$ cat src/design/tgbd_pkg.sv
// Package for the touch grid button debouncer.
// Holds stream widths, register indexes, reset values and the sequencer state type.
// No dependencies.
`default_nettype none

package tgbd_pkg;

    localparam int SCREEN_WIDTH_DEF  = 320;
    localparam int SCREEN_HEIGHT_DEF = 240;

    localparam int S_TDATA_W = 24;   // touch_x[8:0], touch_y[16:9], zero fill
    localparam int M_TDATA_W = 24;   // cell_column[8:0], cell_row[16:9], zero fill

    localparam int COL_W   = 9;
    localparam int ROW_W   = 8;
    localparam int PCNT_W  = 16;
    localparam int RCNT_W  = 8;
    localparam int CFG_A_W = 3;
    localparam int CFG_D_W = 16;

    typedef enum logic [CFG_A_W-1:0] {
        REG_GRID_COLUMNS  = 3'd0,
        REG_GRID_ROWS     = 3'd1,
        REG_PRESS_SAMPLES = 3'd2,
        REG_REL_SAMPLES   = 3'd3,
        REG_LONG_SAMPLES  = 3'd4
    } cfg_reg_t;

    localparam logic [8:0]  GRID_COLUMNS_RST  = 9'd1;
    localparam logic [7:0]  GRID_ROWS_RST     = 8'd1;
    localparam logic [7:0]  PRESS_SAMPLES_RST = 8'd10;
    localparam logic [7:0]  REL_SAMPLES_RST   = 8'd10;
    localparam logic [15:0] LONG_SAMPLES_RST  = 16'd500;

    typedef enum logic [2:0] {
        ST_IDLE,
        ST_SIDE_X,
        ST_CELL_X,
        ST_SIDE_Y,
        ST_CELL_Y,
        ST_UPDATE
    } seq_state_t;

    function automatic int bits_for(input int value);
        int n;
        n = 1;
        while ((1 << n) <= value) n = n + 1;
        return n;
    endfunction

    // Divider width: covers both screen sizes and the 9-bit coordinate field.
    function automatic int div_width(input int sw, input int sh);
        int w;
        w = COL_W;
        if (bits_for(sw) > w) w = bits_for(sw);
        if (bits_for(sh) > w) w = bits_for(sh);
        return w;
    endfunction

endpackage

`default_nettype wire

$ cat src/design/tgbd_divider.sv
// Shared restoring divider, one quotient bit per cycle.
// Used by the debouncer sequencer for cell side and cell index; uses tgbd_pkg.
`default_nettype none

module tgbd_divider
    import tgbd_pkg::*;
#(
    parameter int DIV_W = COL_W
) (
    input  wire logic             aclk,
    input  wire logic             aresetn,
    input  wire logic             start,
    input  wire logic [DIV_W-1:0] dividend,
    input  wire logic [DIV_W-1:0] divisor,   // never zero
    output logic                  done,
    output logic      [DIV_W-1:0] quotient
);

    localparam int CNT_W = bits_for(DIV_W);

    logic [DIV_W-1:0] rem_reg, rem_next;
    logic [DIV_W-1:0] quo_reg, quo_next;
    logic [DIV_W-1:0] den_reg;
    logic [CNT_W-1:0] cnt_reg, cnt_next;
    logic             busy_reg, busy_next;
    logic             done_reg, done_next;
    logic [DIV_W:0]   trial;
    logic [DIV_W:0]   diff;

    always_comb begin
        trial     = {rem_reg, quo_reg[DIV_W-1]};
        diff      = trial - {1'b0, den_reg};
        rem_next  = rem_reg;
        quo_next  = quo_reg;
        cnt_next  = cnt_reg;
        busy_next = busy_reg;
        done_next = 1'b0;
        if (start) begin
            rem_next  = '0;
            quo_next  = dividend;
            cnt_next  = CNT_W'(DIV_W - 1);
            busy_next = 1'b1;
        end else if (busy_reg) begin
            rem_next = diff[DIV_W] ? trial[DIV_W-1:0] : diff[DIV_W-1:0];
            quo_next = {quo_reg[DIV_W-2:0], ~diff[DIV_W]};
            cnt_next = cnt_reg - 1'b1;
            if (cnt_reg == '0) begin
                busy_next = 1'b0;
                done_next = 1'b1;
            end
        end
    end

    always_ff @(posedge aclk) begin
        if (!aresetn) begin
            busy_reg <= 1'b0;
            done_reg <= 1'b0;
            cnt_reg  <= '0;
        end else begin
            busy_reg <= busy_next;
            done_reg <= done_next;
            cnt_reg  <= cnt_next;
        end
        rem_reg <= rem_next;
        quo_reg <= quo_next;
        if (start) begin
            den_reg <= divisor;
        end
    end

    assign done     = done_reg;
    assign quotient = quo_reg;

endmodule

`default_nettype wire

$ cat src/design/touch_grid_button_debouncer_unit.sv
// Touch grid button debouncer, top level.
// Uses tgbd_pkg and tgbd_divider.
//
// Usage:
//   s_ channel: one touch sample per transfer. s_tuser = touch_present,
//   s_tdata = touch_x[8:0], touch_y[16:9].
//   m_ channel: one debounced button event per accepted release.
//   m_tdata = cell_column[8:0], cell_row[16:9]; m_tuser = long_press.
//   cfg port: cfg_wr_en/cfg_addr/cfg_wdata write one register per cycle;
//   the user must write only while the block is idle; the block does not enforce it.
// Sequencing:
//   An absent sample goes straight to the update step. A present sample
//   first runs four divisions, column side, column, row side, row, each
//   one bit per cycle on the single divider, then the update step.
//   s_tready is high only while the sequencer is idle.
//   A result is registered in the output stage; the next sample is taken
//   while it waits. If a second result is ready before the first is taken,
//   the sequencer holds in its update step until the output stage frees.
// Reset: aresetn is synchronous, active low; counters, phase and config
//   return to their defaults and m_tvalid drops.
`default_nettype none

module touch_grid_button_debouncer_unit
    import tgbd_pkg::*;
#(
    parameter int SCREEN_WIDTH  = SCREEN_WIDTH_DEF,
    parameter int SCREEN_HEIGHT = SCREEN_HEIGHT_DEF
) (
    input  wire logic                 aclk,
    input  wire logic                 aresetn,
    input  wire logic                 s_tvalid,
    output logic                      s_tready,
    input  wire logic [S_TDATA_W-1:0] s_tdata,   // touch_x[8:0], touch_y[16:9]
    input  wire logic                 s_tuser,   // touch_present
    output logic                      m_tvalid,
    input  wire logic                 m_tready,
    output logic      [M_TDATA_W-1:0] m_tdata,   // cell_column[8:0], cell_row[16:9]
    output logic                      m_tuser,   // long_press
    input  wire logic                 cfg_wr_en,
    input  wire logic [CFG_A_W-1:0]   cfg_addr,
    input  wire logic [CFG_D_W-1:0]   cfg_wdata
);

    localparam int DIV_W = div_width(SCREEN_WIDTH, SCREEN_HEIGHT);
    localparam logic [DIV_W-1:0] SW_C = DIV_W'(SCREEN_WIDTH);
    localparam logic [DIV_W-1:0] SH_C = DIV_W'(SCREEN_HEIGHT);

    // configuration
    logic [COL_W-1:0]  grid_columns_reg;
    logic [ROW_W-1:0]  grid_rows_reg;
    logic [7:0]        press_samples_reg;
    logic [7:0]        rel_samples_reg;
    logic [15:0]       long_samples_reg;

    // sequencer and sample
    seq_state_t        state_reg, state_next;
    logic              present_reg;
    logic [COL_W-1:0]  x_reg;
    logic [ROW_W-1:0]  y_reg;

    // debounce state
    logic              rel_phase_reg, rel_phase_next;
    logic [PCNT_W-1:0] pcnt_reg, pcnt_next, pcnt_inc;
    logic [RCNT_W-1:0] rcnt_reg, rcnt_next, rcnt_inc;
    logic [COL_W-1:0]  held_col_reg;
    logic [ROW_W-1:0]  held_row_reg;
    logic              emit;
    logic              commit;
    logic [7:0]        press_min;
    logic [7:0]        rel_min;

    // output stage
    logic                 m_tvalid_reg;
    logic [M_TDATA_W-1:0] m_tdata_reg;
    logic                 m_tuser_reg;
    logic                 out_free;

    // divider
    logic             div_start;
    logic [DIV_W-1:0] div_dividend;
    logic [DIV_W-1:0] div_divisor;
    logic             div_done;
    logic [DIV_W-1:0] div_quot;
    logic [DIV_W-1:0] quot_min;
    logic [COL_W-1:0] cols_min;
    logic [ROW_W-1:0] rows_min;

    tgbd_divider #(
        .DIV_W (DIV_W)
    ) u_div (
        .aclk     (aclk),
        .aresetn  (aresetn),
        .start    (div_start),
        .dividend (div_dividend),
        .divisor  (div_divisor),
        .done     (div_done),
        .quotient (div_quot)
    );

    always_ff @(posedge aclk) begin
        if (!aresetn) begin
            grid_columns_reg  <= GRID_COLUMNS_RST;
            grid_rows_reg     <= GRID_ROWS_RST;
            press_samples_reg <= PRESS_SAMPLES_RST;
            rel_samples_reg   <= REL_SAMPLES_RST;
            long_samples_reg  <= LONG_SAMPLES_RST;
        end else if (cfg_wr_en) begin
            case (cfg_addr)
                REG_GRID_COLUMNS:  grid_columns_reg  <= cfg_wdata[COL_W-1:0];
                REG_GRID_ROWS:     grid_rows_reg     <= cfg_wdata[ROW_W-1:0];
                REG_PRESS_SAMPLES: press_samples_reg <= cfg_wdata[7:0];
                REG_REL_SAMPLES:   rel_samples_reg   <= cfg_wdata[7:0];
                REG_LONG_SAMPLES:  long_samples_reg  <= cfg_wdata[15:0];
                default: ;
            endcase
        end
    end

    assign out_free  = !m_tvalid_reg || m_tready;
    assign press_min = (press_samples_reg == '0) ? 8'd1 : press_samples_reg;
    assign rel_min   = (rel_samples_reg == '0) ? 8'd1 : rel_samples_reg;
    assign cols_min  = (grid_columns_reg == '0) ? COL_W'(1) : grid_columns_reg;
    assign rows_min  = (grid_rows_reg == '0) ? ROW_W'(1) : grid_rows_reg;
    assign quot_min  = (div_quot == '0) ? DIV_W'(1) : div_quot;
    assign pcnt_inc  = (pcnt_reg == '1) ? pcnt_reg : pcnt_reg + 1'b1;
    assign rcnt_inc  = (rcnt_reg == '1) ? rcnt_reg : rcnt_reg + 1'b1;

    // debounce update for the current sample
    always_comb begin
        rel_phase_next = rel_phase_reg;
        pcnt_next      = pcnt_reg;
        rcnt_next      = rcnt_reg;
        emit           = 1'b0;
        if (!rel_phase_reg) begin
            pcnt_next = present_reg ? pcnt_inc : '0;
            if (pcnt_next >= {8'd0, press_min}) begin
                rel_phase_next = 1'b1;
                rcnt_next      = '0;
            end
        end else if (present_reg) begin
            rcnt_next = '0;
            pcnt_next = pcnt_inc;
        end else begin
            rcnt_next = rcnt_inc;
            if (rcnt_next >= rel_min) begin
                emit           = 1'b1;
                rel_phase_next = 1'b0;
                pcnt_next      = '0;
                rcnt_next      = '0;
            end
        end
    end

    assign commit = (state_reg == ST_UPDATE) && (!emit || out_free);

    // next state
    always_comb begin
        state_next = state_reg;
        case (state_reg)
            ST_IDLE: begin
                if (s_tvalid) state_next = s_tuser ? ST_SIDE_X : ST_UPDATE;
            end
            ST_SIDE_X: if (div_done) state_next = ST_CELL_X;
            ST_CELL_X: if (div_done) state_next = ST_SIDE_Y;
            ST_SIDE_Y: if (div_done) state_next = ST_CELL_Y;
            ST_CELL_Y: if (div_done) state_next = ST_UPDATE;
            ST_UPDATE: if (commit)   state_next = ST_IDLE;
            default:                 state_next = ST_IDLE;
        endcase
    end

    // outputs of the sequencer
    always_comb begin
        s_tready     = (state_reg == ST_IDLE);
        div_start    = (state_next != state_reg) &&
                       (state_next inside {ST_SIDE_X, ST_CELL_X, ST_SIDE_Y, ST_CELL_Y});
        div_dividend = SW_C;
        div_divisor  = DIV_W'(cols_min);
        case (state_next)
            ST_SIDE_X: begin
                div_dividend = SW_C;
                div_divisor  = DIV_W'(cols_min);
            end
            ST_CELL_X: begin
                div_dividend = DIV_W'(x_reg);
                div_divisor  = quot_min;
            end
            ST_SIDE_Y: begin
                div_dividend = SH_C;
                div_divisor  = DIV_W'(rows_min);
            end
            ST_CELL_Y: begin
                div_dividend = DIV_W'(y_reg);
                div_divisor  = quot_min;
            end
            default: ;
        endcase
    end

    always_ff @(posedge aclk) begin
        if (!aresetn) begin
            state_reg     <= ST_IDLE;
            rel_phase_reg <= 1'b0;
            pcnt_reg      <= '0;
            rcnt_reg      <= '0;
            held_col_reg  <= '0;
            held_row_reg  <= '0;
            m_tvalid_reg  <= 1'b0;
        end else begin
            state_reg <= state_next;
            if (commit) begin
                rel_phase_reg <= rel_phase_next;
                pcnt_reg      <= pcnt_next;
                rcnt_reg      <= rcnt_next;
            end
            if (state_reg == ST_CELL_X && div_done) held_col_reg <= div_quot[COL_W-1:0];
            if (state_reg == ST_CELL_Y && div_done) held_row_reg <= div_quot[ROW_W-1:0];
            if (commit && emit) begin
                m_tvalid_reg <= 1'b1;
            end else if (m_tready) begin
                m_tvalid_reg <= 1'b0;
            end
        end
        if (s_tvalid && s_tready) begin
            present_reg <= s_tuser;
            x_reg       <= s_tdata[COL_W-1:0];
            y_reg       <= s_tdata[COL_W+ROW_W-1:COL_W];
        end
        if (commit && emit) begin
            m_tdata_reg <= {{(M_TDATA_W-COL_W-ROW_W){1'b0}}, held_row_reg, held_col_reg};
            m_tuser_reg <= (pcnt_reg > long_samples_reg);
        end
    end

    assign m_tvalid = m_tvalid_reg;
    assign m_tdata  = m_tdata_reg;
    assign m_tuser  = m_tuser_reg;

endmodule

`default_nettype wire

$ cat config.mk
export PLATFORM = sky130hd
export DESIGN_NAME = touch_grid_button_debouncer_unit
export DESIGN_NICKNAME = d
export VERILOG_FILES = /design/src/design/tgbd_pkg.sv /design/src/design/tgbd_divider.sv /design/src/design/touch_grid_button_debouncer_unit.sv
export SDC_FILE = /design/constraint.sdc
export NUM_CORES = 1
export LEC_CHECK = 0
export ABC_AREA = 1
export ABC_CLOCK_PERIOD_IN_PS = 7000
export BUFFER_PORTS_ARGS = -buffer_cell sky130_fd_sc_hd__buf_2
export CAP_MARGIN = 20
export CORE_MARGIN = 4
export CORE_UTILIZATION = 65
export DETAILED_ROUTE_END_ITERATION = 10
export GPL_TIMING_DRIVEN = 0
export PLACE_DENSITY = 0.84
export SYNTH_ARGS = -nofsm -noshare
export SYNTH_HDL_FRONTEND = slang
export SYNTH_HIERARCHICAL = 1
export SYNTH_SLANG_ARGS = --single-unit
$ cat constraint.sdc
create_clock -name aclk -period 7 [get_ports aclk]
set_input_delay 0.35 -clock aclk [delete_from_list [all_inputs] [get_ports aclk]]
set_output_delay 0.35 -clock aclk [all_outputs]
set_load 0.03 [all_outputs]
==> results of run 1 <==
metal layers:
metal | wire length (um) | vias up
met1 | 9000 | 3541
met5 | 0 | -
met4 | 523 | 0
met2 | 10100 | 381
met3 | 1790 | 55
li1 | - | 3858
Yosys cell counts, types with 4 or more instances:
| cell | count | share of area, % |
|---|---|---|
| buf_4 | 7 | 0.61 |
| a21oi_1 | 72 | 4.2 |
| nand3_1 | 69 | 4.0 |
| inv_1 | 144 | 6.2 |
| nor2_2 | 4 | 0.29 |
| clkbuf_1 | 24 | 1.0 |
| nor2_1 | 143 | 6.2 |
| nand4_1 | 10 | 0.72 |
| o2111ai_1 | 9 | 0.91 |
| o211ai_1 | 11 | 0.95 |
| inv_2 | 5 | 0.22 |
| nand2_1 | 241 | 10 |
| xor2_1 | 9 | 0.91 |
| or2_2 | 4 | 0.29 |
| nand3_2 | 13 | 1.5 |
| o21ai_0 | 81 | 4.7 |
| nand2_2 | 13 | 0.94 |
| ha_1 | 44 | 6.4 |
| dfxtp_1 | 110 | 25 |
| edfxtp_1 | 54 | 19 |
| nor4_1 | 6 | 0.43 |
| nor2_4 | 4 | 0.52 |
final timing paths:
check,start,cells after the start,to,slack [ns]
hold reg to reg,held_row_reg[3]$_SDFFE_PN0P_,0,m_tdata[12]$_DFFE_PP_,0.43
setup / recovery,rcnt_reg[0]$_SDFFE_PN0P_,26,u_div/busy_reg$_SDFF_PN0_,2.08
hold / removal,s_tdata[4],1,x_reg[4]$_DFFE_PP_,0.09
setup reg to reg,rcnt_reg[0]$_SDFFE_PN0P_,26,u_div/busy_reg$_SDFF_PN0_,2.08
where the power goes:
group / switching [mW] / internal [mW]
Clock: 0.418 / 0.537
Sequential: 0.0442 / 1.04
Combinational: 0.216 / 0.109
Total: 0.678 / 1.69
area by class of cell:
type	count	area share (%)
clock buffer	18	4.38
multi-input combinational	776	41.8
inverter	152	5.82
clock inverter	14	1.69
timing repair buffer	61	3.12
sequential	164	39.0
buffer	38	1.98
tap	172	2.20
critical path, delay by kind of cell (launching register included):
family / cells / cell delay, ns
AOI/OAI and AO/OA: 5 / 0.84
adders and majority gates: 2 / 0.51
buffers and inverters: 7 / 0.80
DFF: 1 / 0.40
and+or+nand+nor: 12 / 2.27
logic make-up (layout without fill, tap and decap cells):
family | Yosys count | after routing | synth area share (%)
flops | 164 | 164 | 44.1
buf+inv | 190 | 283 | 8.83
other cells | 1 | 7 | 0.0433
fa+ha+maj | 45 | 45 | 6.59
compound gates | 189 | 189 | 12.1
simple gates | 523 | 523 | 27.0
xor+xnor | 12 | 12 | 1.21
==> run metrics, run 1 <==
dpl hpwl 15.1 mm; Final Max Slew Viols 0; Total GRT Usage 29.0%; pin count of the biggest net entering global routing 20; HP Class input pin to flop; number of routed nets with antenna violations 0; minimum clock period 4.92 ns; PwrDens 242 nW/um2; die width 123 um; clk_lat worst skew 0.44 ns; Initial Util 67.5%; critical path required time 7.33 ns; grt peak-use layer met2; Vias/cell 5.62; Pleak 4.66 nW; Syn Area/Cell 7.71 um2; max_cap viols 0; drt drc 0; fraction of layout cells with a size suffix above 1 12.8%; Yosys warnings 6; M1 GR Usage 37.5%; Hold Fails Final Rpt 0; Nets 1304; Reg clk slew, reported paths 0.07 ns; iteration count of the initial detailed-routing pass 8; CP Launch Type flop; Worst-Margin Slew 0.913 ns; M3 GR Usage 6.31%; Crit Path Max Fanout 13; max FFs per register 17; Max Clock Freq 203 MHz; Hold WS 0.0869 ns; ys async rst share 0%; Clock Tree Buf Depth 2; Slew headroom 38.9%; most common cell after layout, fill and taps aside nand2_1; final setup vio count 0; # Post-CTS Setup Buffers 0; crit-path max cell delay 0.84 ns; Max VDD drop 0.183 mV; crit path max-delay cell type nor2_1; crit end category flop; Post-synth EDFFs 54; vias in the first global route 7141; final worst setup slack 2.08 ns; first-pass GRT wire length 34.4 mm; clk sinks 164; sequential share of the synthesized area 44.1%; placed inst area 9210 um2; Most used DFF post-synth dfxtp_1; Rows 41; most frequent cells in the layout 241 x nand2_1, 144 x inv_1, 143 x nor2_1; Seq cells post-synth 164; Fin Setup TNS 0 ns; post-synth cell types 50; Diodes inserted 0; placed cell count 1363; Power Total 2.37 mW; Post-Syn Area 8660 um2; gr ovfl total 0; area of the die 15200 um2; Multi-input gate area 4100 um2; Hold Buf Count CTS 0; status completed; Register Area 3820 um2; initial drt markers 757; Clock Skews 0.0102 ns; Setup CP Type flop to flop; Finished Layout Cells 1395; Die H 123 um; crit path DAT 5.25 ns; CTS tree yes; synthesis-to-layout area growth 13.1%; Clock H-tree levels 4; pre-CTS setup slack 2.22 ns; fin crit share 70.2%; average wire per standard cell 15.3 um; post-CTS sizing 0; GPL Wtd Cong 0.943; most frequent CP cell nand2_1; post-layout util 76.4%; core area 12800 um2; initial antenna violation count 0; clock buffer count from CTS 17; FILL cells 964; routing usage on met2 48.2%; via count 7835; I/O Pins 76; Buffers on Ports 61; RSZ-0062 raised after global routing no; Mapped Cells 1124; CTS root buffer clkbuf_16; WL final 21.4 mm; fin area 9800 um2
Power figures use the tool's default switching activity.
==> run 2: changes to the inputs <==
ABC_AREA = 0   (was 1)
ABC_CLOCK_PERIOD_IN_PS = 4200   (was 7000)
CORE_UTILIZATION = 54   (was 65)
PLACE_DENSITY = 0.74   (was 0.84)
clock period = 4.2 ns   (was 7 ns; I/O delays follow)
==> run 2 against run 1 <==
Non-clock buffer count up 24. Worst hold slack worse by 0.058 ns. Design area is 1.3% higher. Clock-buffer cell count is the same. Core utilization is 12 points lower. Die area is 17% higher. Flip-flop and latch count unchanged. Total power grew 78%. Clock power grew 62%. Routed wire length shrank 5.1%. Via count decreased by 12%. Global-route usage down 6.5 points. Critical endpoint is now u_div/den_reg[2]$_DFFE_PP_. Largest power group unchanged.
==> run metrics, run 2 <==
status completed; worst-path cell chain and3_1, and3_1, nand3_1, mux2_2, ha_1, nand2_1, o21ai_0, a31oi_1, o21ai_0, a311oi_2, nor2_1, a222oi_1, inv_1; Worst-Margin Slew 0.848 ns (-0.0652 ns); CP bufs+invs 1 (-6); delay-heaviest family, CP compound AO/OA/AOI/OAI gates; final worst setup slack 0.353 ns (-1.73 ns); Pleak 4.00 nW (-14%); ys async rst share 0% (unchanged); HP Class input pin to flop; post-synth cell types 76 (+52%); Hold WS 0.0291 ns (-0.0578 ns); Seq cells post-synth 164 (unchanged); GPL Wtd Cong 0.910 (-3.6%); fin crit share 91.6% (+21 points); Nets 1113 (-15%); fin area 9930 um2 (+1.3%); clock buffer count from CTS 17 (unchanged); clk sinks 164 (unchanged); pre-CTS setup slack -0.526 ns (-2.74 ns); area of the die 17800 um2 (+17%); Vias/cell 5.57 (-0.78%); Yosys warnings 6 (unchanged); I/O Pins 76 (unchanged); first-pass GRT wire length 32.1 mm (-6.6%); crit-path max cell delay 0.56 ns (-0.28 ns); Post-synth EDFFs 54 (unchanged); max_cap viols 0 (unchanged); vias in the first global route 6287 (-12%); drt drc 0 (unchanged); crit end category flop; Max VDD drop 0.291 mV (+59%); initial antenna violation count 0 (unchanged); Crit Path Max Fanout 8 (-5); CTS tree yes; fraction of layout cells with a size suffix above 1 14.5% (+1.7 points); Diodes inserted 0 (unchanged); average wire per standard cell 16.3 um (+6.5%); clk_lat worst skew 0.43 ns (about the same); pin count of the biggest net entering global routing 19 (-5.0%); critical path required time 4.37 ns (-2.96 ns); gr ovfl total 0 (unchanged); Setup CP Type flop to flop; CTS root buffer clkbuf_16; Max Clock Freq 260 MHz (+28%); most frequent cells in the layout 163 x nand2_1, 109 x dfxtp_1, 63 x buf_2; Buffers on Ports 61 (unchanged); Clock H-tree levels 4 (unchanged); Fin Setup TNS 0 ns (unchanged); count leader, synth nand2_1; CP Launch Type flop; iteration count of the initial detailed-routing pass 6 (-2); minimum clock period 3.85 ns (-1.07 ns); Hold Fails Final Rpt 0 (unchanged); FILL cells 1279 (+33%); crit path DAT 4.02 ns (-1.23 ns); crit path max-delay cell type a311oi_2; dominant cell type by area after synthesis dfxtp_1; most common cell after layout, fill and taps aside nand2_1; Post-Syn Area 8520 um2 (-1.7%); post-synth top area share 25.9% (+0.43 points); dpl hpwl 14.4 mm (-4.2%); initial drt markers 690 (-8.9%); Reg clk slew, reported paths 0.07 ns (about the same); Most used DFF post-synth dfxtp_1; Slew headroom 43.5% (+4.6 points); core area 15300 um2 (+19%); Final Max Slew Viols 0 (unchanged); synthesis-to-layout area growth 16.6%; WL final 20.3 mm (-5.1%); PwrDens 424 nW/um2 (+75%); Syn Area/Cell 9.33 um2 (+21%); Clock Skews 0.0107 ns (+0.000438 ns); placed inst area 9140 um2 (-0.69%); Total GRT Usage 22.5% (-6.5 points); Initial Util 55.6% (-12 points); sequential share of the synthesized area 44.9% (+0.75 points); Die H 134 um (+8.2%); synth top area cells dfxtp_1 26%, edfxtp_1 19%, nand2_1 7.2%, ha_1 6.5%, a21boi_0 4.3%; RSZ-0062 raised after global routing no; die width 134 um (+8.2%); Rows 45 (+9.8%); Mapped Cells 913 (-19%); Clock Tree Buf Depth 2 (unchanged); most instantiated cells after synthesis 163 x nand2_1, 110 x dfxtp_1, 55 x inv_1; final setup vio count 0 (unchanged); max FFs per register 17 (unchanged); number of routed nets with antenna violations 0 (unchanged); via count 6927 (-12%)
## run 2: cell count changes in the layout (fill, tap and decap cells not counted), moves of 49 or more
| cell | previous run | this run |
|---|---|---|
| nor2_1 | 143 | 49 |
| o21ai_0 | 81 | 30 |
| inv_1 | 144 | 54 |
| nand2_1 | 241 | 163 |
| a21boi_0 | 0 | 49 |
| nand3_1 | 69 | 20 |
## run 2: kinds of logic (layout without fill, tap and decap cells)
logic type	count (synthesis)	in the layout	share of synthesized area [%]
XOR/XNOR	18	18	1.85
multiplexers	45	45	5.43
buffers and inverters	98	211	5.13
AND/OR/NAND/NOR	347	347	19.3
adder cells (fa/ha/maj)	45	45	6.70
AO/OA/AOI/OAI	195	195	16.7
flip-flops	164	164	44.9
other	1	7	0.0440
## run 2: metal layers
| metal | wire length (um) | GRT usage [%] |
|---|---|---|
| met1 | 9380 | 31.0 |
| met2 | 9250 | 35.8 |
| met3 | 1210 | 4.08 |
| met4 | 460 | 7.89 |
| met5 | 0 | 0 |
## run 2: metrics by stage
stage | cells | util [%] | power, mW
2_1_floorplan | 919 | - | 2.46
3_3_place_gp | 1191 | 59.5 | 2.65
3_5_place_dp | 1193 | 59.7 | 2.66
4_1_cts | 1244 | 64.8 | 4.22
5_1_grt | 1243 | 64.8 | 4.39
6_report | 1243 | 64.8 | 4.21
## run 2: repair_timing
item,in CTS,in global routing
hold buffers,18,0
setup endpoints to repair,33,33
hold endpoints to repair,18,0
resized for setup,7,7
setup buffers,1,0
pin swaps,1,0
## run 2: path summary, 6_finish.rpt
kind	to	start	cells after the start	slack, ns
worst max-delay path	u_div/den_reg[2]$_DFFE_PP_	rcnt_reg[4]$_SDFFE_PN0P_	13	0.35
worst min-delay path	long_samples_reg[10]$_SDFFE_PN0P_	cfg_wdata[10]	3	0.03
worst max register to register	u_div/den_reg[2]$_DFFE_PP_	rcnt_reg[4]$_SDFFE_PN0P_	13	0.35
worst min register to register	m_tdata[6]$_DFFE_PP_	held_col_reg[6]$_SDFFE_PN0P_	0	0.44
## run 2: worst min-delay path, stage by stage
cell      delay (ns)
buf_2           0.09
nand2_1         0.04
a21boi_0        0.06
## run 2: layout make-up
type,instances,area [um2],area share [%]
Timing Repair Buffer,82,512,5.15
Clock buffer,18,429,4.32
Tap cell,211,264,2.66
Multi-Input combinational cell,657,4320,43.5
Clock inverter,14,151,1.52
Inverter,56,210,2.12
Sequential cell,164,3820,38.5
Buffer,41,223,2.24
## run 2: power breakdown
group	switching, mW	leakage [nW]	internal, mW	total (mW)
combinational	0.453	2.31	0.368	0.820
clock	0.663	0.277	0.883	1.55
sequential	0.0950	1.42	1.75	1.84
